[config.mk]
export PLATFORM = sky130hd
export DESIGN_NAME = s5e_mag
export DESIGN_NICKNAME = d
export VERILOG_FILES = /design/src/sv/sobel_5x5_rgb_edge_magnitude_assert.svh /design/src/sv/s5e_pkg.sv /design/src/sv/s5e_mag.sv
export SDC_FILE = /design/constraint.sdc
export NUM_CORES = 2
export LEC_CHECK = 0
export ABC_AREA = 1
export BUFFER_PORTS_ARGS = -buffer_cell sky130_fd_sc_hd__buf_2
export CORE_MARGIN = 2
export CORE_UTILIZATION = 65
export CTS_CLUSTER_DIAMETER = 50
export DETAILED_ROUTE_END_ITERATION = 16
export PLACE_DENSITY = 0.87
export SYNTH_ARGS = -nofsm -noshare
export SYNTH_HDL_FRONTEND = slang
export SYNTH_SLANG_ARGS = --single-unit
[constraint.sdc]
create_clock -name clk -period 17.43 [get_ports clk]
set_input_delay 1.743 -clock clk [delete_from_list [all_inputs] [get_ports clk]]
set_output_delay 1.743 -clock clk [all_outputs]
set_load 0.02 [all_outputs]
[src/sv/sobel_5x5_rgb_edge_magnitude_assert.svh]
// Assertion macros shared by the RTL.
`ifndef SOBEL_5X5_RGB_EDGE_MAGNITUDE_ASSERT_SVH
`define SOBEL_5X5_RGB_EDGE_MAGNITUDE_ASSERT_SVH

`ifndef SYNTH
`define S5E_ASSERT_IMP(lbl, a, b) \
  lbl: assert property (@(posedge clk) disable iff (!rst_n) (a) |-> (b)) \
    else $error("s5e assertion failed");
`define S5E_ASSERT_NXT(lbl, a, b) \
  lbl: assert property (@(posedge clk) disable iff (!rst_n) (a) |=> (b)) \
    else $error("s5e assertion failed");
`else
`define S5E_ASSERT_IMP(lbl, a, b)
`define S5E_ASSERT_NXT(lbl, a, b)
`endif

`endif

[src/sv/s5e_pkg.sv]
package s5e_pkg;

  localparam int MAX_W     = 2048;
  localparam int MAX_H     = 2048;
  localparam int COL_W     = 11;
  localparam int SLOT_W    = 3;
  localparam int RAM_DEPTH = 8 * MAX_W;
  localparam int ADDR_W    = SLOT_W + COL_W;
  localparam int PIX_W     = 24;
  localparam int ACC_W     = 17;

  // configuration register indexes
  localparam logic [1:0] REG_WIDTH  = 2'd0;
  localparam logic [1:0] REG_HEIGHT = 2'd1;

  // input word kinds
  localparam logic OP_PIXEL = 1'b0;
  localparam logic OP_PAD   = 1'b1;

  // [column tap][row tap]
  localparam logic signed [4:0] KX [0:4][0:4] = '{
    '{-5'sd1, -5'sd4, -5'sd6, -5'sd4, -5'sd1},
    '{-5'sd2, -5'sd8, -5'sd12, -5'sd8, -5'sd2},
    '{5'sd0, 5'sd0, 5'sd0, 5'sd0, 5'sd0},
    '{5'sd2, 5'sd8, 5'sd12, 5'sd8, 5'sd2},
    '{5'sd1, 5'sd4, 5'sd6, 5'sd4, 5'sd1}};
  localparam logic signed [4:0] KY [0:4][0:4] = '{
    '{-5'sd1, -5'sd2, 5'sd0, 5'sd2, 5'sd1},
    '{-5'sd4, -5'sd8, 5'sd0, 5'sd8, 5'sd4},
    '{-5'sd6, -5'sd12, 5'sd0, 5'sd12, 5'sd6},
    '{-5'sd4, -5'sd8, 5'sd0, 5'sd8, 5'sd4},
    '{-5'sd1, -5'sd2, 5'sd0, 5'sd2, 5'sd1}};

  typedef logic signed [ACC_W-1:0] acc_t;

  function automatic acc_t tap_term(input logic [7:0] s, input logic signed [4:0] k);
    logic signed [13:0] p;
    p = $signed({1'b0, s}) * k;
    return ACC_W'(p);
  endfunction

endpackage

[src/sv/s5e_mag.sv]
module s5e_mag
  import s5e_pkg::*;
(
  input  logic       clk,
  input  logic       rst_n,
  input  logic       start,
  input  acc_t       gx [3],
  input  acc_t       gy [3],
  output logic       done,
  output logic [7:0] mag [3]
);

  typedef enum logic [1:0] {M_IDLE, M_SUM, M_ITER} mphase_t;

  mphase_t     phase_r;
  logic [3:0]  cnt_r;
  logic [33:0] sqa_r [3];
  logic [33:0] sqb_r [3];
  logic [31:0] x_r   [3];
  logic [31:0] res_r [3];
  logic [31:0] bit_r;
  logic        done_r;
  logic [7:0]  mag_r [3];

  // Square root one result bit per cycle, three lanes side by side
  always_ff @(posedge clk) begin
    if (!rst_n) begin
      phase_r <= M_IDLE;
      cnt_r   <= '0;
      done_r  <= 1'b0;
    end else begin
      done_r <= 1'b0;
      case (phase_r)
        M_IDLE: begin
          if (start) begin
            phase_r <= M_SUM;
          end
        end
        M_SUM: begin
          phase_r <= M_ITER;
          cnt_r   <= '0;
        end
        M_ITER: begin
          cnt_r <= cnt_r + 4'd1;
          if (cnt_r == 4'd15) begin
            phase_r <= M_IDLE;
            done_r  <= 1'b1;
          end
        end
        default: phase_r <= M_IDLE;
      endcase
    end
  end

  always_ff @(posedge clk) begin
    for (int i = 0; i < 3; i++) begin
      if (start && phase_r == M_IDLE) begin
        sqa_r[i] <= 34'(gx[i] * gx[i]);
        sqb_r[i] <= 34'(gy[i] * gy[i]);
      end
      if (phase_r == M_SUM) begin
        x_r[i]   <= 32'(sqa_r[i] + sqb_r[i]);
        res_r[i] <= '0;
      end else if (phase_r == M_ITER) begin
        if (x_r[i] >= res_r[i] + bit_r) begin
          x_r[i]   <= x_r[i] - (res_r[i] + bit_r);
          res_r[i] <= (res_r[i] >> 1) + bit_r;
        end else begin
          res_r[i] <= res_r[i] >> 1;
        end
      end
      if (done_r) begin
        mag_r[i] <= (res_r[i][31:3] > 29'd255) ? 8'd255 : res_r[i][10:3];
      end
    end
    if (phase_r == M_SUM) begin
      bit_r <= 32'h4000_0000;
    end else if (phase_r == M_ITER) begin
      bit_r <= bit_r >> 2;
    end
  end

  // done is a registered copy of the internal done flag and rises with mag settled
  logic done_d_r;
  always_ff @(posedge clk) begin
    if (!rst_n) begin
      done_d_r <= 1'b0;
    end else begin
      done_d_r <= done_r;
    end
  end

  assign done = done_d_r;
  assign mag  = mag_r;

endmodule

==> impl_metrics.csv <==
group,metric,value,unit
routing,avgViaCountPerCell,5.58,
die,fp-row-count,141,
clock_tree,path_clk_slew,0.05,ns
placed_design,hpwlAfterDp,221000,um
timing,post-route-min-period,7.19,ns
die,core,0.147,mm^2
die,chipWidth,389,um
setup_path,cp_slowest_cell,"fa_1",
timing,fin_hold_ws,0.494,ns
timing,tns,0,ns
clock_tree,cts_resized,0,
layout,final-seq-area,0.0126,mm^2
setup_path,worstPathMaxFanout,19,
die,io_pins,130,
clock_tree,hold_buffers,0,
die,die-area,0.151,mm^2
die,die_h,389,um
timing,clock_skew,0.0427,ns
setup_path,crit_type,"primary input to flip-flop",
timing,tightest_slew,1.09,ns
logic_synthesis,synth_seq_cells,426,
setup_path,critPathRequiredTime,17.85,ns
routing,drc,0,
setup_path,cp_common_cell,"fa_1",
logic_synthesis,synth_common_cells,"inv_1, nand2_1, fa_1",
setup_path,startpoint_type,"primary input",
worst_hold_path,hp-class,"flip-flop to flip-flop",
timing,hold_viol,0,
layout,fillers,12057,
clock_tree,cts.root.buffer_cell,"clkbuf_16",
layout,drive_above_1_share,3.01,%
routing,vias,81086,
clock_tree,htreeDepth,3,
clock_tree,cts_sinks,426,
logic_synthesis,syn_nets,15038,
setup_path,timing.rr.start,"bit_r[2]$_SDFFE_PN0P_",
layout,syn2layout_area_growth,4.91,%
setup_path,critPathCaptureType,"flip-flop",
global_route,grt_pass1_vias,85090,
logic_synthesis,async_flop_share,0,%
logic_synthesis,synth_warnings,0,
flow_run,maxCapViolCount,0,
layout,diodes,0,
routing,first_pass_iters,10,
setup_path,critPathMaxStageDelay,0.83,ns
outcome,status,"finished, final reports clean",
worst_hold_path,hp-start,"cnt_r[1]$_SDFFE_PN0P_",
global_route,overflow,0,
die,initial_core_util,65.3,%
placed_design,portBuffers,129,
logic_synthesis,synth_edf_count,402,
clock_tree,cts_max_path_buffers,3,
placed_design,globalplace.congestion,1.00,
logic_synthesis,netlist_area,0.0964,mm^2
global_route,grt_usage,35.2,%
logic_synthesis,ys_seq_area_share,13.0,%
clock_tree,cts_tree,"built",
logic_synthesis,syn_avg_cell_area,7.65,um^2
logic_synthesis,yosys.cell_types.count,52,
routing,ant_nets,0,
logic_synthesis,synth_top_area_cell,"fa_1",
logic_synthesis,synth_area_leaders,"fa_1, edfxtp_1, inv_1",
timing,setup_viol,0,
global_route,grt_antenna_before_repair,1,
global_route,grt_max_degree,75,
routing,wl_per_cell,18.0,um
routing,drt_iter0_drc,6796,
logic_synthesis,postSynthCellCount,12589,
logic_synthesis,yosys.area.top_type_share,31.9,%
routing,drt-total-wl,262000,um
clock_tree,clk_latency,0.69,ns
timing,fmax,139,MHz
setup_path,crit_chain,"buf_2 -> nand2_1 -> inv_1 -> fa_1 -> inv_1 -> fa_1 -> inv_1 -> fa_1 -> fa_1 -> fa_1 -> fa_1 -> ha_1 -> nand2_1 -> nor2_1 -> inv_1 -> nor2_1 -> nand4_1 -> o211ai_1 -> xor2_1",
timing,rsz0062_at_grt,"no",
timing,slew_headroom,27.5,%
logic_synthesis,synthFlopType,"edfxtp_1",
timing,slew_violations,0,
setup_path,worstSetupStartpoint,"gy[36]",
layout,fin_area,0.101,mm^2
logic_synthesis,yosys.cell_count.top_type,"inv_1",
global_route,grt_pass1_wl,428000,um
layout,multi_input_area,0.0706,mm^2
placed_design,place_area,0.0985,mm^2
timing,finalCritPeriodShare,41.2,%
setup_path,cp_data_arrival_time,7.60,ns
timing,fin_ws,10.24,ns
clock_tree,cts_buffers,77,
placed_design,dpl_worst_slack,9.67,ns
clock_tree,post_cts.repair.setup_buffers,0,
layout,fin_nets,14995,
-- layout make-up --
cell class	instances	area share, %
multi-input combinational	8679	69.8
sequential	426	12.4
inverter	3200	11.9
tap	1930	2.39
clock buffer	82	1.95
timing repair buffer	162	0.884
clock inverter	59	0.632
-- flip-flops by register name, indices dropped and copies added, names as in the netlist --
register,flops
res_r,96
done_r,1
cnt_r,4
bit_r,16
mag,24
sqb_r,93
done,1
x_r,96
sqa_r,93
phase_r,2
-- worst max-delay path, delay by kind of cell --
family	cells	cell delay, ns
adders and majority gates	7	3.87
buffers and inverters	5	0.77
and+or+nand+nor	5	0.75
AOI/OAI and AO/OA	1	0.34
xor gates and xnor gates	1	0.11
-- kinds of logic after synthesis --
| kind of cell | synth area share, % |
|---|---|
| AND/OR/NAND/NOR | 20.0 |
| adder cells (fa/ha/maj) | 42.4 |
| AO/OA/AOI/OAI | 6.42 |
| XOR/XNOR | 4.39 |
| buffers and inverters | 13.7 |
| flip-flops | 13.0 |
-- worst paths after layout --
| check | to | slack (ns) | cells past startpoint |
|---|---|---|---|
| min reg2reg | cnt_r[1]$_SDFFE_PN0P_ | 0.49 | 2 |
| min | cnt_r[1]$_SDFFE_PN0P_ | 0.49 | 2 |
| max | sqb_r[0][26]$_DFFE_PP_ | 10.24 | 19 |
| max reg2reg | x_r[0][19]$_DFFE_PP_ | 11.57 | 23 |
-- placed cells by master (no fill, tap or decap), types with 11 or more instances in the layout --
cell type,n
o21a_1,11
nand3b_1,44
clkbuf_16,78
xor2_1,296
a21o_1,41
inv_1,3189
o21ai_0,443
o211ai_1,22
dfxtp_1,24
a21oi_1,499
xnor2_1,187
nor3_1,124
or2_2,41
inv_8,16
buf_2,129
edfxtp_1,402
nand3_1,489
nand2_1,3040
fa_1,1537
clkinv_1,11
nor2_2,12
ha_1,806
a31oi_1,17
buf_4,33
o21bai_1,52
nor4_1,21
inv_6,15
o21ai_1,28
nand4_1,153
nor2_1,744
-- layer usage --
layer / part of all wire, % / wire [um] / vias up / track usage (%)
met5: 0 / 0 / - / 0
met4: 4.8 / 12400 / 0 / 15.7
met3: 6.7 / 17600 / 655 / 3.79
met2: 49 / 128000 / 3214 / 60.0
met1: 40 / 104000 / 39206 / 45.5
li1: - / - / 38011 / -
-- stage by stage --
step | util (%) | std cells
floorplan | - | 12589
global placement | 66.8 | 14397
detailed placement | 66.8 | 14397
CTS | 68.5 | 14538
global route | 68.5 | 14538
finish | 68.5 | 14538
Power is left out: the tool's default activity adds up to more than one toggle a clock period on the data nets, which glitch-free logic cannot reach.
